==> config.mk <==
export PLATFORM = sky130hd
export DESIGN_NAME = xmodem_crc_packet_receiver_unit
export DESIGN_NICKNAME = d
export VERILOG_FILES = /design/src/rtl/core/xcpr_pkg.sv /design/src/rtl/core/xmodem_crc_packet_receiver_unit.sv /design/src/rtl/core/xcpr_front.sv /design/src/rtl/core/xcpr_queue.sv /design/src/rtl/core/xcpr_back.sv
export SDC_FILE = /design/constraint.sdc
export NUM_CORES = 1
export LEC_CHECK = 0
export BUFFER_PORTS_ARGS = -buffer_cell sky130_fd_sc_hd__buf_2
export CORE_UTILIZATION = 37
export DETAILED_ROUTE_END_ITERATION = 8
export PLACE_DENSITY_LB_ADDON = 0.2
export RECOVER_POWER = 50
export SYNTH_ARGS = -nofsm -noshare
export SYNTH_HDL_FRONTEND = slang
export SYNTH_HIERARCHICAL = 1
export SYNTH_SLANG_ARGS = --single-unit
==> constraint.sdc <==
create_clock -name clk -period 4.06 [get_ports clk]
set_input_delay 0.812 -clock clk [delete_from_list [all_inputs] [get_ports clk]]
set_output_delay 0.812 -clock clk [all_outputs]
set_load 0.005 [all_outputs]
==> src/rtl/core/xcpr_pkg.sv <==
// ----------------------------------------------------------------------------
// xcpr_pkg: shared types and constants
// Word kinds, protocol byte codes and the command record passed from the
// front end to the back end of the XMODEM-CRC receiver.
// ----------------------------------------------------------------------------
`default_nettype none

package xcpr_pkg;

  // op codes on the input tuser
  localparam logic [1:0] OP_START    = 2'd0;
  localparam logic [1:0] OP_BYTE     = 2'd1;
  localparam logic [1:0] OP_LINE_ERR = 2'd2;

  // classified word kinds
  localparam logic [1:0] KIND_START    = 2'd0;
  localparam logic [1:0] KIND_BYTE     = 2'd1;
  localparam logic [1:0] KIND_LINE_ERR = 2'd2;
  localparam logic [1:0] KIND_NONE     = 2'd3;

  localparam logic [7:0] BYTE_SOH = 8'h01;
  localparam logic [7:0] BYTE_EOT = 8'h04;
  localparam logic [7:0] BYTE_ACK = 8'h06;
  localparam logic [7:0] BYTE_NAK = 8'h15;
  localparam logic [7:0] BYTE_CAN = 8'h18;
  localparam logic [7:0] BYTE_EOF = 8'h1A;
  localparam logic [7:0] BYTE_REQ = 8'h43;

  localparam logic [15:0] CRC_POLY = 16'h1021;

  localparam logic [1:0] VERDICT_NONE   = 2'd0;
  localparam logic [1:0] VERDICT_COMMIT = 2'd1;
  localparam logic [1:0] VERDICT_DROP   = 2'd2;

  localparam logic [1:0] SEND_RUNNING   = 2'd0;
  localparam logic [1:0] SEND_COMPLETE  = 2'd1;
  localparam logic [1:0] SEND_CANCELLED = 2'd2;

  typedef struct packed {
    logic [1:0] kind;
    logic [7:0] data;
    logic       last;
    logic       is_eof;
  } cmd_t;

endpackage

`default_nettype wire

==> src/rtl/core/xmodem_crc_packet_receiver_unit.sv <==
// ----------------------------------------------------------------------------
// xmodem_crc_packet_receiver_unit: XMODEM-CRC receiver, top level
// A word waits in the queue; its result is then registered in the output word.
// Throughput: one word per cycle unless out_tready stalls the output; the
// CRC-16 byte update and the header compares in the engine are combinational.
// A two-entry queue sits between classifier and engine, so either side may stall.
// Reset (rst_n low, synchronous): session stopped, packet 1 expected, queue empty.
// ----------------------------------------------------------------------------
`default_nettype none

module xmodem_crc_packet_receiver_unit #(
  parameter int PAYLOAD_BYTES = 128
) (
  input  wire logic        clk,
  input  wire logic        rst_n,
  input  wire logic        in_tvalid,
  output logic             in_tready,
  input  wire logic [7:0]  in_tdata,   // [7:0] rx_byte
  input  wire logic [1:0]  in_tuser,   // [1:0] op
  input  wire logic        in_tlast,   // chunk_end
  output logic             out_tvalid,
  input  wire logic        out_tready,
  // [0] payload_valid, [8:1] payload_byte, [9] reply_valid, [17:10] reply_byte,
  // [19:18] packet_verdict, [21:20] session_end, [23:22] zero
  output logic [23:0]      out_tdata
);
  import xcpr_pkg::*;

  cmd_t front_cmd;
  cmd_t head_cmd;
  logic q_valid;
  logic q_pop;

  xcpr_front u_front (
    .op_i   (in_tuser),
    .data_i (in_tdata),
    .last_i (in_tlast),
    .cmd_o  (front_cmd)
  );

  xcpr_queue u_queue (
    .clk        (clk),
    .rst_n      (rst_n),
    .push_i     (in_tvalid),
    .push_cmd_i (front_cmd),
    .ready_o    (in_tready),
    .pop_i      (q_pop),
    .valid_o    (q_valid),
    .head_o     (head_cmd)
  );

  xcpr_back #(
    .PAYLOAD_BYTES (PAYLOAD_BYTES)
  ) u_back (
    .clk         (clk),
    .rst_n       (rst_n),
    .q_valid_i   (q_valid),
    .q_cmd_i     (head_cmd),
    .q_pop_o     (q_pop),
    .out_valid_o (out_tvalid),
    .out_ready_i (out_tready),
    .out_data_o  (out_tdata)
  );

endmodule

`default_nettype wire

==> src/rtl/core/xcpr_front.sv <==
// ----------------------------------------------------------------------------
// xcpr_front: input word classifier
// Decodes the op code into a word kind and tags end-of-file bytes.
// ----------------------------------------------------------------------------
`default_nettype none

module xcpr_front (
  input  wire logic [1:0]     op_i,
  input  wire logic [7:0]     data_i,
  input  wire logic           last_i,
  output xcpr_pkg::cmd_t      cmd_o
);
  import xcpr_pkg::*;

  always_comb begin
    cmd_o = '0;
    case (op_i)
      OP_START:    cmd_o.kind = KIND_START;
      OP_BYTE:     cmd_o.kind = KIND_BYTE;
      OP_LINE_ERR: cmd_o.kind = KIND_LINE_ERR;
      default:     cmd_o.kind = KIND_NONE;
    endcase
    cmd_o.data   = data_i;
    cmd_o.last   = last_i;
    cmd_o.is_eof = (data_i == BYTE_EOF);
  end

endmodule

`default_nettype wire

==> src/rtl/core/xcpr_queue.sv <==
// ----------------------------------------------------------------------------
// xcpr_queue: two-entry command queue
// Decouples the classifier from the protocol engine; full rate while the
// engine pops every word, but a full queue refuses a push even as it pops.
// ----------------------------------------------------------------------------
`default_nettype none

module xcpr_queue (
  input  wire logic           clk,
  input  wire logic           rst_n,
  input  wire logic           push_i,
  input  wire xcpr_pkg::cmd_t push_cmd_i,
  output logic                ready_o,
  input  wire logic           pop_i,
  output logic                valid_o,
  output xcpr_pkg::cmd_t      head_o
);
  import xcpr_pkg::*;

  cmd_t       mem_r [2];
  logic       wr_ptr_r, wr_ptr_nxt;
  logic       rd_ptr_r, rd_ptr_nxt;
  logic [1:0] cnt_r, cnt_nxt;
  logic       do_push;

  assign ready_o = (cnt_r != 2'd2);
  assign valid_o = (cnt_r != 2'd0);
  assign head_o  = mem_r[rd_ptr_r];
  assign do_push = push_i && ready_o;

  always_comb begin
    wr_ptr_nxt = do_push ? ~wr_ptr_r : wr_ptr_r;
    rd_ptr_nxt = pop_i ? ~rd_ptr_r : rd_ptr_r;
    cnt_nxt    = cnt_r + {1'b0, do_push} - {1'b0, pop_i};
  end

  always_ff @(posedge clk) begin
    if (!rst_n) begin
      wr_ptr_r <= 1'b0;
      rd_ptr_r <= 1'b0;
      cnt_r    <= 2'd0;
    end else begin
      wr_ptr_r <= wr_ptr_nxt;
      rd_ptr_r <= rd_ptr_nxt;
      cnt_r    <= cnt_nxt;
    end
  end

  always_ff @(posedge clk) begin
    if (do_push) begin
      mem_r[wr_ptr_r] <= push_cmd_i;
    end
  end

  a_cnt_range: assert property (@(posedge clk) disable iff (!rst_n) cnt_r != 2'd3)
    else $error("queue count out of range");
  a_no_pop_empty: assert property (@(posedge clk) disable iff (!rst_n)
    pop_i |-> cnt_r != 2'd0)
    else $error("pop from empty queue");
  a_push_count: assert property (@(posedge clk) disable iff (!rst_n)
    (do_push && !pop_i) |=> cnt_r == $past(cnt_r) + 2'd1)
    else $error("push lost");

endmodule

`default_nettype wire

==> src/rtl/core/xcpr_back.sv <==
// ----------------------------------------------------------------------------
// xcpr_back: XMODEM-CRC protocol engine
// Tracks session mode, frame position, header bytes and CRC-16; issues payload
// bytes, replies, verdicts and session ends into a registered output word.
// ----------------------------------------------------------------------------
`default_nettype none

module xcpr_back #(
  parameter int PAYLOAD_BYTES = 128
) (
  input  wire logic           clk,
  input  wire logic           rst_n,
  input  wire logic           q_valid_i,
  input  wire xcpr_pkg::cmd_t q_cmd_i,
  output logic                q_pop_o,
  output logic                out_valid_o,
  input  wire logic           out_ready_i,
  output logic [23:0]         out_data_o
);
  import xcpr_pkg::*;

  localparam int FRAME_BYTES = PAYLOAD_BYTES + 5;
  localparam int PW          = $clog2(FRAME_BYTES + 2);
  localparam logic [PW-1:0] POS_PLD_END = PW'(PAYLOAD_BYTES + 3);
  localparam logic [PW-1:0] POS_CRC_LO  = PW'(PAYLOAD_BYTES + 4);
  localparam logic [PW-1:0] POS_FRAME   = PW'(FRAME_BYTES);
  localparam logic [PW-1:0] POS_SAT     = PW'(FRAME_BYTES + 1);

  localparam logic [1:0] MODE_STOPPED    = 2'd0;
  localparam logic [1:0] MODE_CONNECTING = 2'd1;
  localparam logic [1:0] MODE_READING    = 2'd2;

  function automatic logic [15:0] crc16_byte(input logic [15:0] crc,
                                             input logic [7:0] b);
    logic [15:0] c;
    c = crc ^ {b, 8'h00};
    for (int k = 0; k < 8; k++) begin
      c = c[15] ? ({c[14:0], 1'b0} ^ CRC_POLY) : {c[14:0], 1'b0};
    end
    return c;
  endfunction

  logic [1:0]    mode_r, mode_nxt;
  logic [7:0]    exp_r, exp_nxt;
  logic [PW-1:0] pos_r, pos_nxt;
  logic [7:0]    first_r, first_nxt;
  logic [7:0]    num_r, num_nxt;
  logic [7:0]    comp_r, comp_nxt;
  logic [15:0]   crc_r, crc_nxt;
  logic [15:0]   rcrc_r, rcrc_nxt;
  logic          eof_r, eof_nxt;
  logic          out_valid_r;
  logic [23:0]   out_data_r;

  logic          pv, rv, hdr_ok;
  logic [7:0]    pb, rb;
  logic [1:0]    verdict, send;

  assign q_pop_o     = q_valid_i && (!out_valid_r || out_ready_i);
  assign out_valid_o = out_valid_r;
  assign out_data_o  = out_data_r;

  always_comb begin
    mode_nxt  = mode_r;
    exp_nxt   = exp_r;
    pos_nxt   = pos_r;
    first_nxt = first_r;
    num_nxt   = num_r;
    comp_nxt  = comp_r;
    crc_nxt   = crc_r;
    rcrc_nxt  = rcrc_r;
    eof_nxt   = eof_r;
    pv        = 1'b0;
    pb        = 8'h00;
    rv        = 1'b0;
    rb        = 8'h00;
    verdict   = VERDICT_NONE;
    send      = SEND_RUNNING;
    hdr_ok    = 1'b0;
    case (q_cmd_i.kind)
      KIND_START: begin
        mode_nxt = MODE_CONNECTING;
        exp_nxt  = 8'd1;
        pos_nxt  = '0;
      end
      KIND_LINE_ERR: begin
        if (mode_r != MODE_STOPPED) begin
          rv      = 1'b1;
          rb      = (mode_r == MODE_CONNECTING) ? BYTE_REQ : BYTE_NAK;
          verdict = VERDICT_DROP;
        end
        pos_nxt = '0;
      end
      KIND_BYTE: begin
        if (mode_r != MODE_STOPPED) begin
          if (pos_r == PW'(0)) begin
            first_nxt = q_cmd_i.data;
          end else if (pos_r == PW'(1)) begin
            num_nxt = q_cmd_i.data;
          end else if (pos_r == PW'(2)) begin
            comp_nxt = q_cmd_i.data;
          end else if (pos_r < POS_PLD_END) begin
            crc_nxt = crc16_byte(crc_r, q_cmd_i.data);
            if (first_r == BYTE_SOH && !eof_r) begin
              if (q_cmd_i.is_eof) begin
                eof_nxt = 1'b1;
              end else begin
                pv = 1'b1;
                pb = q_cmd_i.data;
              end
            end
          end else if (pos_r == POS_PLD_END) begin
            rcrc_nxt = {q_cmd_i.data, rcrc_r[7:0]};
          end else if (pos_r == POS_CRC_LO) begin
            rcrc_nxt = {rcrc_r[15:8], q_cmd_i.data};
          end
          if (pos_r < POS_SAT) begin
            pos_nxt = pos_r + PW'(1);
          end

          if (q_cmd_i.last) begin
            if (mode_r == MODE_CONNECTING) begin
              mode_nxt = MODE_READING;
            end
            hdr_ok = (num_nxt == exp_r) && (comp_nxt == ~exp_r) && (pos_nxt == POS_FRAME);
            if (first_nxt == BYTE_SOH) begin
              if (!hdr_ok) begin
                verdict = VERDICT_DROP;
              end else if (crc_nxt == rcrc_nxt) begin
                rv      = 1'b1;
                rb      = BYTE_ACK;
                verdict = VERDICT_COMMIT;
                exp_nxt = exp_r + 8'd1;
              end else begin
                rv      = 1'b1;
                rb      = BYTE_NAK;
                verdict = VERDICT_DROP;
              end
            end else if (first_nxt == BYTE_EOT) begin
              send     = SEND_COMPLETE;
              mode_nxt = MODE_STOPPED;
            end else if (first_nxt == BYTE_CAN) begin
              send     = SEND_CANCELLED;
              mode_nxt = MODE_STOPPED;
            end
            pos_nxt = '0;
          end
        end
      end
      default: begin
      end
    endcase
    // any chunk restart wipes the per-chunk record
    if (q_cmd_i.kind != KIND_NONE && pos_nxt == PW'(0)) begin
      first_nxt = 8'h00;
      num_nxt   = 8'h00;
      comp_nxt  = 8'h00;
      crc_nxt   = 16'h0000;
      rcrc_nxt  = 16'h0000;
      eof_nxt   = 1'b0;
    end
  end

  always_ff @(posedge clk) begin
    if (!rst_n) begin
      mode_r      <= MODE_STOPPED;
      exp_r       <= 8'd1;
      pos_r       <= '0;
      first_r     <= 8'h00;
      num_r       <= 8'h00;
      comp_r      <= 8'h00;
      crc_r       <= 16'h0000;
      rcrc_r      <= 16'h0000;
      eof_r       <= 1'b0;
      out_valid_r <= 1'b0;
    end else begin
      if (q_pop_o) begin
        mode_r      <= mode_nxt;
        exp_r       <= exp_nxt;
        pos_r       <= pos_nxt;
        first_r     <= first_nxt;
        num_r       <= num_nxt;
        comp_r      <= comp_nxt;
        crc_r       <= crc_nxt;
        rcrc_r      <= rcrc_nxt;
        eof_r       <= eof_nxt;
        out_valid_r <= 1'b1;
      end else if (out_ready_i) begin
        out_valid_r <= 1'b0;
      end
    end
  end

  always_ff @(posedge clk) begin
    if (q_pop_o) begin
      out_data_r <= {2'b00, send, verdict, rb, rv, pb, pv};
    end
  end

  a_reply_code: assert property (@(posedge clk) disable iff (!rst_n)
    (q_pop_o && rv) |-> (rb == BYTE_ACK || rb == BYTE_NAK || rb == BYTE_REQ))
    else $error("bad reply code");
  a_commit_ack: assert property (@(posedge clk) disable iff (!rst_n)
    (q_pop_o && verdict == VERDICT_COMMIT) |-> (rv && rb == BYTE_ACK))
    else $error("commit without ACK");
  a_end_stops: assert property (@(posedge clk) disable iff (!rst_n)
    (q_pop_o && send != SEND_RUNNING) |=> mode_r == MODE_STOPPED)
    else $error("session end left mode running");

endmodule

`default_nettype wire
==> Word-level counts from Yosys, hierarchy flattened <==
Memories as Yosys holds them, arrays and structs flattened. A register that Yosys moved wholly into a read port is not among the register bits.
Index checks and enable logic that the tools add are counted.
{ "totals": {"ff_bits": 102, "ramBits": 24, "out_inout_bits": 26, "wordCells": 209, "mem_count": 1, "inputBits": 15} }
{ "memory_table": {"columns": ["name", "words", "word_bits", "read_ports", "rd_ports_with_merged_regs", "wr", "line", "source"], "rows": [
  ["u_queue.mem_r", 2, 12, 1, 1, 1, "xcpr_queue.sv:20", "cmd_t mem_r [2];"]
]} }
{ "op_classes": {"n_eq_ne": 28, "n_mux": 108, "n_reduce_logical": 31, "order_cmp": 2, "bitwise": 17, "addsub": 4} }
{ "op_table": {"columns": ["operator", "n"], "rows": [
  ["2-to-1 mux 16 bit", 19],
  ["2-to-1 mux 8 bit", 37],
  ["2-to-1 mux 13 bit", 8],
  ["one-hot mux 8 bit (2 select lines)", 3],
  ["2-to-1 mux 2 bit", 13],
  ["== test 8 x 1 -> 1 bit, second input constant", 3],
  ["== test 8 bit, second input constant", 3],
  ["inverter 3 bit", 8],
  ["2-to-1 mux 1 bit", 22],
  ["nonzero test 2 bit", 9],
  ["adder 8 x 1 -> 8 bit, second input constant", 2],
  ["== test 16 bit", 1],
  ["== test 8 x 5 -> 1 bit, second input constant", 2],
  ["== test 8 bit", 2],
  ["zero test 8 bit", 2],
  ["< comparator 8 bit, second input constant", 2],
  ["bitwise XOR 16 bit", 1],
  ["inequality test 2 bit, second input constant", 6],
  ["AND reduction 9 bit", 1],
  ["== test 8 x 2 -> 1 bit, second input constant", 1],
  ["== test 8 x 3 -> 1 bit, second input constant", 1],
  ["inequality test 2 x 1 -> 1 bit, second input constant", 4],
  ["inverter 8 bit", 1],
  ["one-hot mux 2 bit (2 select lines)", 2],
  ["other kinds (21)", 37]
]} }

==> Longest topological paths before layout <==
Gate-level depths: netlist of the first run.
{ "depth": {"ltp_word": 30, "depth_mapped": 15, "depth_no_buf": 12} }

==> Cells and area by module <==
Netlist of the first run, hierarchy kept.
{ "modules_own_cells": {"columns": ["mod", "area_each_um2", "n_inst", "cells_per_inst", "seq_area_each_um2"], "rows": [
  ["xcpr_back", 6165.9, 1, 688, 2092.0],
  ["xcpr_queue", 1127.3, 1, 65, 820.8],
  ["xcpr_front", 98.8, 1, 14, 0.0]
]} }

==> Least setup slack after synthesis of the first run <==
Ideal clock, no wire load.
{ "synth_path": {"path_type": "flip-flop to flip-flop", "start": "register u_back.pos_r[0]", "end": "register u_back.exp_r[1]", "required_time_ns": 3.990, "arrival_time_ns": 3.754, "period_less_slack_ns": 3.824, "stages_incl_launch_ff": 14, "n_path_buf": 2, "setup_slack_ns": 0.236, "setup_ns": 0.070, "path_cell_list": "dfxtp_1 > clkbuf_1 > inv_1 > ha_1 > or3_1 > and4_1 > buf_2 > or3_1 > o2111ai_1 > nand4b_1 > or4_4 > or3_4 > or4b_1 > a21oi_1"} }
{ "synth_between": {"elab_chain_cells": 12, "elab_cells_between_ends": 48, "cone_classes": "add/sub: 1; order compare: 2; eq/ne: 12; mux: 29; reduce/logical: 4"} }
{ "synth_rtl": {"columns": ["item", "line", "source"], "rows": [
  ["from (decl)", "xcpr_back.sv:45", "logic [PW-1:0] pos_r, pos_nxt;"],
  ["from (signal assigned)", "xcpr_back.sv:180", "pos_r <= pos_nxt;"],
  ["parallel branches: the longest is 11 deep, another holds < comparator 8 bit", null, null],
  ["AND reduction 7 bit (no line) *", null, null],
  ["to (signal assigned)", "xcpr_back.sv:179", "exp_r <= exp_nxt;"],
  ["to (decl)", "xcpr_back.sv:44", "logic [7:0] exp_r, exp_nxt;"]
]} }
Every way passes the cells marked *. The select of a mux whose other input is x is not followed.
A chain may end at the register's enable or synchronous reset.

==> Worst setup path after layout of the first run <==
Ends and elaborated chain as after synthesis.

==> results of run 1 <==
-- power by group through the flow --
stage	Combinational (mW)	Clock (mW)	Sequential, mW
6_report	2.87	1.43	1.59
3_5_place_dp	2.85	0	1.61
3_3_place_gp	2.82	0	1.60
5_1_grt	3.11	1.51	1.61
2_1_floorplan	1.93	0	1.56
4_1_cts	2.86	1.45	1.58
-- state kept, by name (all words and copies together) (netlist names), 16 cells and up, named ones only --
register / count
u_back/crc_r: 16
u_back/out_data_o: 19
u_back/rcrc_r: 16
u_queue/mem_r: 24
-- worst register-to-register path, stage by stage, from the launching register on --
cell,delay (ps)
dfxtp_2,400
inv_1,80
ha_1,210
or3_1,450
and4_1,360
or3_1,410
o2111ai_1,80
nand4b_1,120
or4_4,570
or3_4,440
or4b_1,470
a21oi_1,150
-- path summary, 6_finish.rpt --
path | startpoint | end | slack (ps)
min | u_back/first_r[1] | u_back/first_r[1] | 460
min reg2reg | u_back/first_r[1] | u_back/first_r[1] | 460
max | u_back/pos_r[0] | u_back/exp_r[1] | 210
max reg2reg | u_back/pos_r[0] | u_back/exp_r[1] | 210
-- timing repair --
item,CTS,global route
setup buffers,0,0
setup endpoints to repair,0,21
gates resized for setup,0,5
-- metal layers --
metal	wire [um]	track usage, %	up-vias
li1	-	-	3009
met1	9420	28.5	3104
met2	10100	36.9	260
met3	1660	4.87	45
met4	638	8.96	0
met5	0	0	-
-- stage by stage --
step / setup WS (ps) / instance area, um2 / std cells
3_3_place_gp: 247 / 8010 / 1057
5_1_grt: 37.1 / 8540 / 1089
4_1_cts: 101 / 8560 / 1089
6_report: 208 / 8540 / 1089
3_5_place_dp: 131 / 8010 / 1057
2_1_floorplan: 236 / 7410 / 771
-- kinds of logic (layout without fill, tap and decap cells) --
logic type	after synthesis	in the layout
simple gates	235	235
fa+ha+maj	10	10
mux	41	41
buf+inv	97	150
other cells	1	5
compound gates	216	216
flops	124	124
xor+xnor	43	43
-- layout make-up --
class,instances,area share [%]
repair buffers,90,6.55
clock buffers,18,5.03
inverters,28,1.23
flip-flops and latches,124,34.2
well taps,265,3.88
multi-input cells,550,47.7
clock inverters,14,1.44
-- layout by cell type, fill, tap and decap left out, types with 6 or more instances in the layout --
master     Yosys  layout
edfxtp_1      43      43
nor4_1        13      12
xnor3_1        7       7
nand4_1        9       9
clkbuf_1      37      28
mux2i_1       25      25
a21o_1         7       7
dfxtp_1       81      79
a32o_1        47      47
and3_1        13      13
nor2_1        28      28
nor3b_1        7       7
xor2_1        12      12
or2_2          8       8
nand2_1       41      41
nand3_1       27      27
and2_1        12      10
or3_1         13      13
ha_1          10      10
a211oi_1      11      11
xnor2_1       22      22
clkbuf_16      0      17
o21ai_0       31      30
inv_1         27      27
o211ai_1       6       6
mux2_2        15      14
nor3_1        18      18
o21a_1         8       8
buf_4         14      51
buf_2         14      11
or4_1          6       6
a21oi_1       35      35
o31ai_1        6       6
a21boi_0      10      11
o22ai_1        9       9
==> summary.md, run 1 <==
| Metric | Value |
|---|---|
| Outcome | completed |
| Storage cell area | 2920 um2 |
| Largest cells by area after synthesis | dfxtp_1 22%, edfxtp_1 17%, a32o_1 6.4% |
| EDFF count, synth | 43 |
| DRT antenna net count | 0 |
| Final setup fails | 0 |
| Share of cells above drive strength 1 | 16.5% |
| Sequential power share | a little over a quarter |
| Synth async-reset ratio | 0% |
| Cell Chain, Critical Path | inv_1 -> ha_1 -> or3_1 -> and4_1 -> or3_1 -> o2111ai_1 -> nand4b_1 -> or4_4 -> or3_4 -> or4b_1 -> a21oi_1 |
| Synth warn | 6 |
| Unrepaired setup endpoints after global routing | false |
| Worst Path Max Fanout | 10 |
| Mux share of post-synthesis cell area | ~5.9% |
| Post-synthesis simple-gate area fraction | about 19% |
| Slew Limit Fails | 0 |
| # rows | 51 |
| Worst Setup Start Kind | register |
| Final Util | a little over two fifths |
| Die Span Y | 143 um |
| Multi-input gate area | 4070 um2 |
| Switching share of power | 42.3% |
| Fillcell total | 1914 |
| First-pass GRT wire length | between 30000 and 40000 um |
| Sequential element share of the synthesized area | 39.4% |
| HPWL Detailed | 15900 um |
| Syn Inst Count | roughly 770 |
| DR iter-0 viols | between 500 and 600 |
| Hold slack | 460 ps |
| CTS tree | done |
| Area leader, netlist | dfxtp_1 |
| Number of global-route vias before repair | ~6.3k |
| Largest net degree at the start of global routing | just under 50 |
| Crit path kind | reg -> reg |
| Post-synthesis register bit count | around 120 |
| GP Congestion | between 0.9 and 1 |
| Levels on crit path | 11 |
| Worst min-delay path category | reg -> reg |
| Average size of a mapped cell | ~9.6 um2 |
| Worst-case reg-to-reg path depth | 11 |
| Starting density of the core | 37.9% |
| Nets | 836 |
| Setup TNS Final | 0 ps |
| Tot Pwr | between 5 and 6 mW |
| Cell Int Power | between 3 and 4 mW |
| Initial antenna violation count | 0 |
| Most frequent CP cell | or3_1 |
| Area grow syn2layout | 15.5% |
| Gr usage total | between 20% and 30% |
| Switching power total | about 2.5 mW |
| Slowest stage cell, crit path | or4_4 |
| Clk_lat worst skew | 430 ps |
| Cell variety after synth | 86 |
| Cts hold-fix bufs | 0 |
| Cell Area, Synth | ~7400 um2 |
| CP peak stage delay | approximately 570 ps |
| Clock root cell | clkbuf_16 |
| Post-synthesis adder-cell area fraction | approximately 1.7% |
| Routed WL | roughly 22000 um |
| Final hold vios | 0 |
| Die ar. | between 20000 and 25000 um2 |
| CP arrival | roughly 4200 ps |
| Avg Vias per Cell | between 5 and 6 |
| XOR/XNOR Fraction of Synth Area | 6.70% |
| Worst slew margin | between 20% and 30% |
| Top-count cell post-synth | dfxtp_1 |
| Hold Crit Depth | 1 |
| Fin crit period | around 3900 ps |
| Sum of buffers and inverters on the critical path | 1 |
| Clock buffer depth | 2 |
| Num ports | between 40 and 50 |
| Final period util | a little over nine tenths |
| Synth Area in Compound Gates | between 20% and 30% |
| TritonCTS Buffers | 17 |
| CP endpoint kind | register |
| Fmax | 260 MHz |
| Post-synth top area share | a little over a fifth |
| WL/cell | between 20 and 25 um |
| DR DRC count | 0 |
| VDD IR max | between 300 and 400 uV |
| Clock group share of total power | approximately a quarter |
| Power per cell area | 689 nW/um2 |
| Ant diodes | 0 |
| DRT Pass-1 Iters | 5 |
| CTS HTree Levels | 4 |
| Gate power share | about 49% |
| Max-cap violations | 0 |
| Crit path max-delay family | simple AND/OR/NAND/NOR gates |
| Least-Margin Pin Slew | around 1200 ps |
| TritonCTS Sinks | 124 |
| Core area | 19500 um2 |
| Combinational family with the most area after synthesis | compound AO/OA/AOI/OAI gates |
| I/O Buffers | 35 |
| Synth Flop Type | dfxtp_1 |
| Clock-pin slew on the worst setup and hold paths | 60 ps |
| Final Skew | about 8.4 ps |
| Chip Width | about 140 um |
| Static Leak | 3.07 nW |
| Commonest cells post-synth | 81 x dfxtp_1, 47 x a32o_1, 43 x edfxtp_1 |
| Via Count | 6418 |
| Critical path data required time | roughly 4400 ps |
| GRT overflow | 0 |
Power figures use the tool's default switching activity.
==> run 2, diff against run 1 <==
Settings changed: CORE_UTILIZATION 37 to 50.
==> run 2 against run 1 <==
Utilization is 15 points higher. Critical path depth is the same. Routed wire length is 4.1% lower. First-iteration DRC count increased by 25%. Largest power group unchanged. Critical endpoint unchanged. Non-clock buffer count is 6 lower. Die area is 26% lower. Design area shrank 1.2%. Hold slack is essentially flat.
==> summary.md, run 2 (synthesis results as in run 1) <==
| Metric | Value |
|---|---|
| First-pass GRT wire length | 32600 um |
| DRT antenna net count | 0 |
| Slowest stage cell, crit path | or4_4 |
| Crit path kind | reg -> reg |
| Die Span Y | about 120 um |
| DR iter-0 viols | roughly 640 |
| Cts hold-fix bufs | 0 |
| Largest register FFs | 24 |
| TritonCTS Sinks | between 100 and 150 |
| Unrepaired setup endpoints after global routing | false |
| Area grow syn2layout | 14.0% |
| Via Count | about 6.5k |
| GRT overflow | 0 |
| Commonest non-fill, non-tap cell in the layout | dfxtp_1 |
| Least-Margin Pin Slew | roughly 1200 ps |
| Num ports | slightly above 40 |
| Number of global-route vias before repair | between 6k and 7k |
| Worst Path Max Fanout | 10 |
| Clk_lat worst skew | roughly 430 ps |
| Die ar. | 15300 um2 |
| Nets | 830 |
| Reg with most FFs | u_queue/mem_r |
| Outcome | completed |
| # rows | between 40 and 50 |
| CP endpoint kind | register |
| Initial antenna violation count | 0 |
| Worst min-delay path category | reg -> reg |
| I/O Buffers | 35 |
| Fillcell total | 1256 |
| Routed WL | 20900 um |
| Slew Limit Fails | 0 |
| VDD IR max | roughly 440 uV |
| GP Congestion | between 0.9 and 1 |
| TritonCTS Buffers | 17 |
| Worst Setup Start Kind | register |
| Critical path data required time | ~4400 ps |
| Fmax | 256 MHz |
| Starting density of the core | between 50% and 60% |
| Cell Chain, Critical Path | inv_1 -> ha_1 -> or3_1 -> and4_1 -> nor3_1 -> or3_1 -> nand4_1 -> or4_4 -> or3_4 -> or4b_1 -> a21oi_1 |
| CP arrival | 4260 ps |
| Avg Vias per Cell | around 6.5 |
| Core area | approximately 14000 um2 |
| Static Leak | 3.06 nW |
| Final setup fails | 0 |
| Fin crit period | ~4000 ps |
| DR DRC count | 0 |
| Hold slack | between 400 and 500 ps |
| Most frequent CP cell | or3_1 |
| Setup TNS Final | 0 ps |
| Max-cap violations | 0 |
| Final Skew | ~8.7 ps |
| Gr usage total | between 20 and 30% |
| DRT Pass-1 Iters | 5 |
| CTS tree | done |
| Share of cells above drive strength 1 | 15.4% |
| CTS HTree Levels | 4 |
| Post-CTS sizing | 0 |
| Setup bufs post-CTS | 0 |
| Final hold vios | 0 |
| Ant diodes | 0 |
| Final period util | a little over nine tenths |
| Worst slew margin | 18.0% |
| Clock root cell | clkbuf_16 |
| HPWL Detailed | ~15000 um |
| Chip Width | roughly 120 um |
| WL/cell | about 21 um |
| Largest net degree at the start of global routing | 49 |
| Most frequent cells in the layout | 80 x dfxtp_1, 47 x a32o_1, 46 x buf_4 |
| CP peak stage delay | about 530 ps |
| Clock-pin slew on the worst setup and hold paths | 60 ps |
| Power per cell area | 711 nW/um2 |
| Clock buffer depth | 2 |
[run 2: cell count changes in the layout (fill, tap and decap cells not counted), moves of 3 or more]
| cell | before | now |
|---|---|---|
| clkinvlp_4 | 5 | 2 |
| inv_6 | 2 | 7 |
| clkinv_2 | 4 | 0 |
| buf_4 | 51 | 46 |
| buf_2 | 11 | 7 |
[run 2: area by class of cell]
class | count | area [um2] | area share (%)
Clock buffer | 17 | 425 | 5.05
Clock inverter | 15 | 181 | 2.15
Inverter | 28 | 105 | 1.25
Multi-Input combinational cell | 550 | 4060 | 48.2
Sequential cell | 124 | 2910 | 34.6
Tap cell | 184 | 230 | 2.73
Timing Repair Buffer | 84 | 513 | 6.09
[run 2: routing by layer]
| layer | GRT usage (%) | up-vias | part of all wire [%] |
|---|---|---|---|
| met5 | 0 | - | 0 |
| met2 | 45.6 | 331 | 47 |
| met4 | 12.9 | 0 | 3.0 |
| li1 | - | 2997 | - |
| met1 | 36.9 | 3142 | 43 |
| met3 | 6.18 | 47 | 7.2 |
[run 2: worst max-delay path: cells and delay by family (launching register included)]
family                     cells  cell delay, ps
buffers and inverters          1              80
AOI/OAI and AO/OA              1             160
adders and majority gates      1             220
DFF                            1             380
and+or+nand+nor                8            2970
[run 2: final timing paths]
kind	cells after the start	slack [ps]	to	startpoint
worst min register to register	1	460	u_back/first_r[5]	u_back/first_r[5]
worst min-delay path	1	460	u_back/first_r[5]	u_back/first_r[5]
worst max register to register	11	160	u_back/exp_r[1]	u_back/pos_r[0]
worst max-delay path	11	160	u_back/exp_r[1]	u_back/pos_r[0]
[run 2: report_power, final]
part / leakage, nW / internal, mW / switching [mW]
clock network: 0.291 / 0.926 / 0.624
logic: 1.70 / 1.06 / 1.79
registers: 1.07 / 1.47 / 0.119
total: 3.06 / 3.46 / 2.53
[run 2: per-stage QoR]
| stage | setup WS [ps] | instances | power (mW) | utilization, % | area (um2) |
|---|---|---|---|---|---|
| floorplan | 236 | 771 | 3.49 | - | 7410 |
| global placement | 296 | 970 | 4.35 | 54.3 | 7860 |
| detailed placement | 163 | 970 | 4.39 | 54.3 | 7860 |
| CTS | 135 | 1002 | 5.97 | 58.5 | 8470 |
| global route | 5.37 | 1002 | 6.30 | 58.2 | 8430 |
| finish | 158 | 1002 | 5.99 | 58.2 | 8430 |
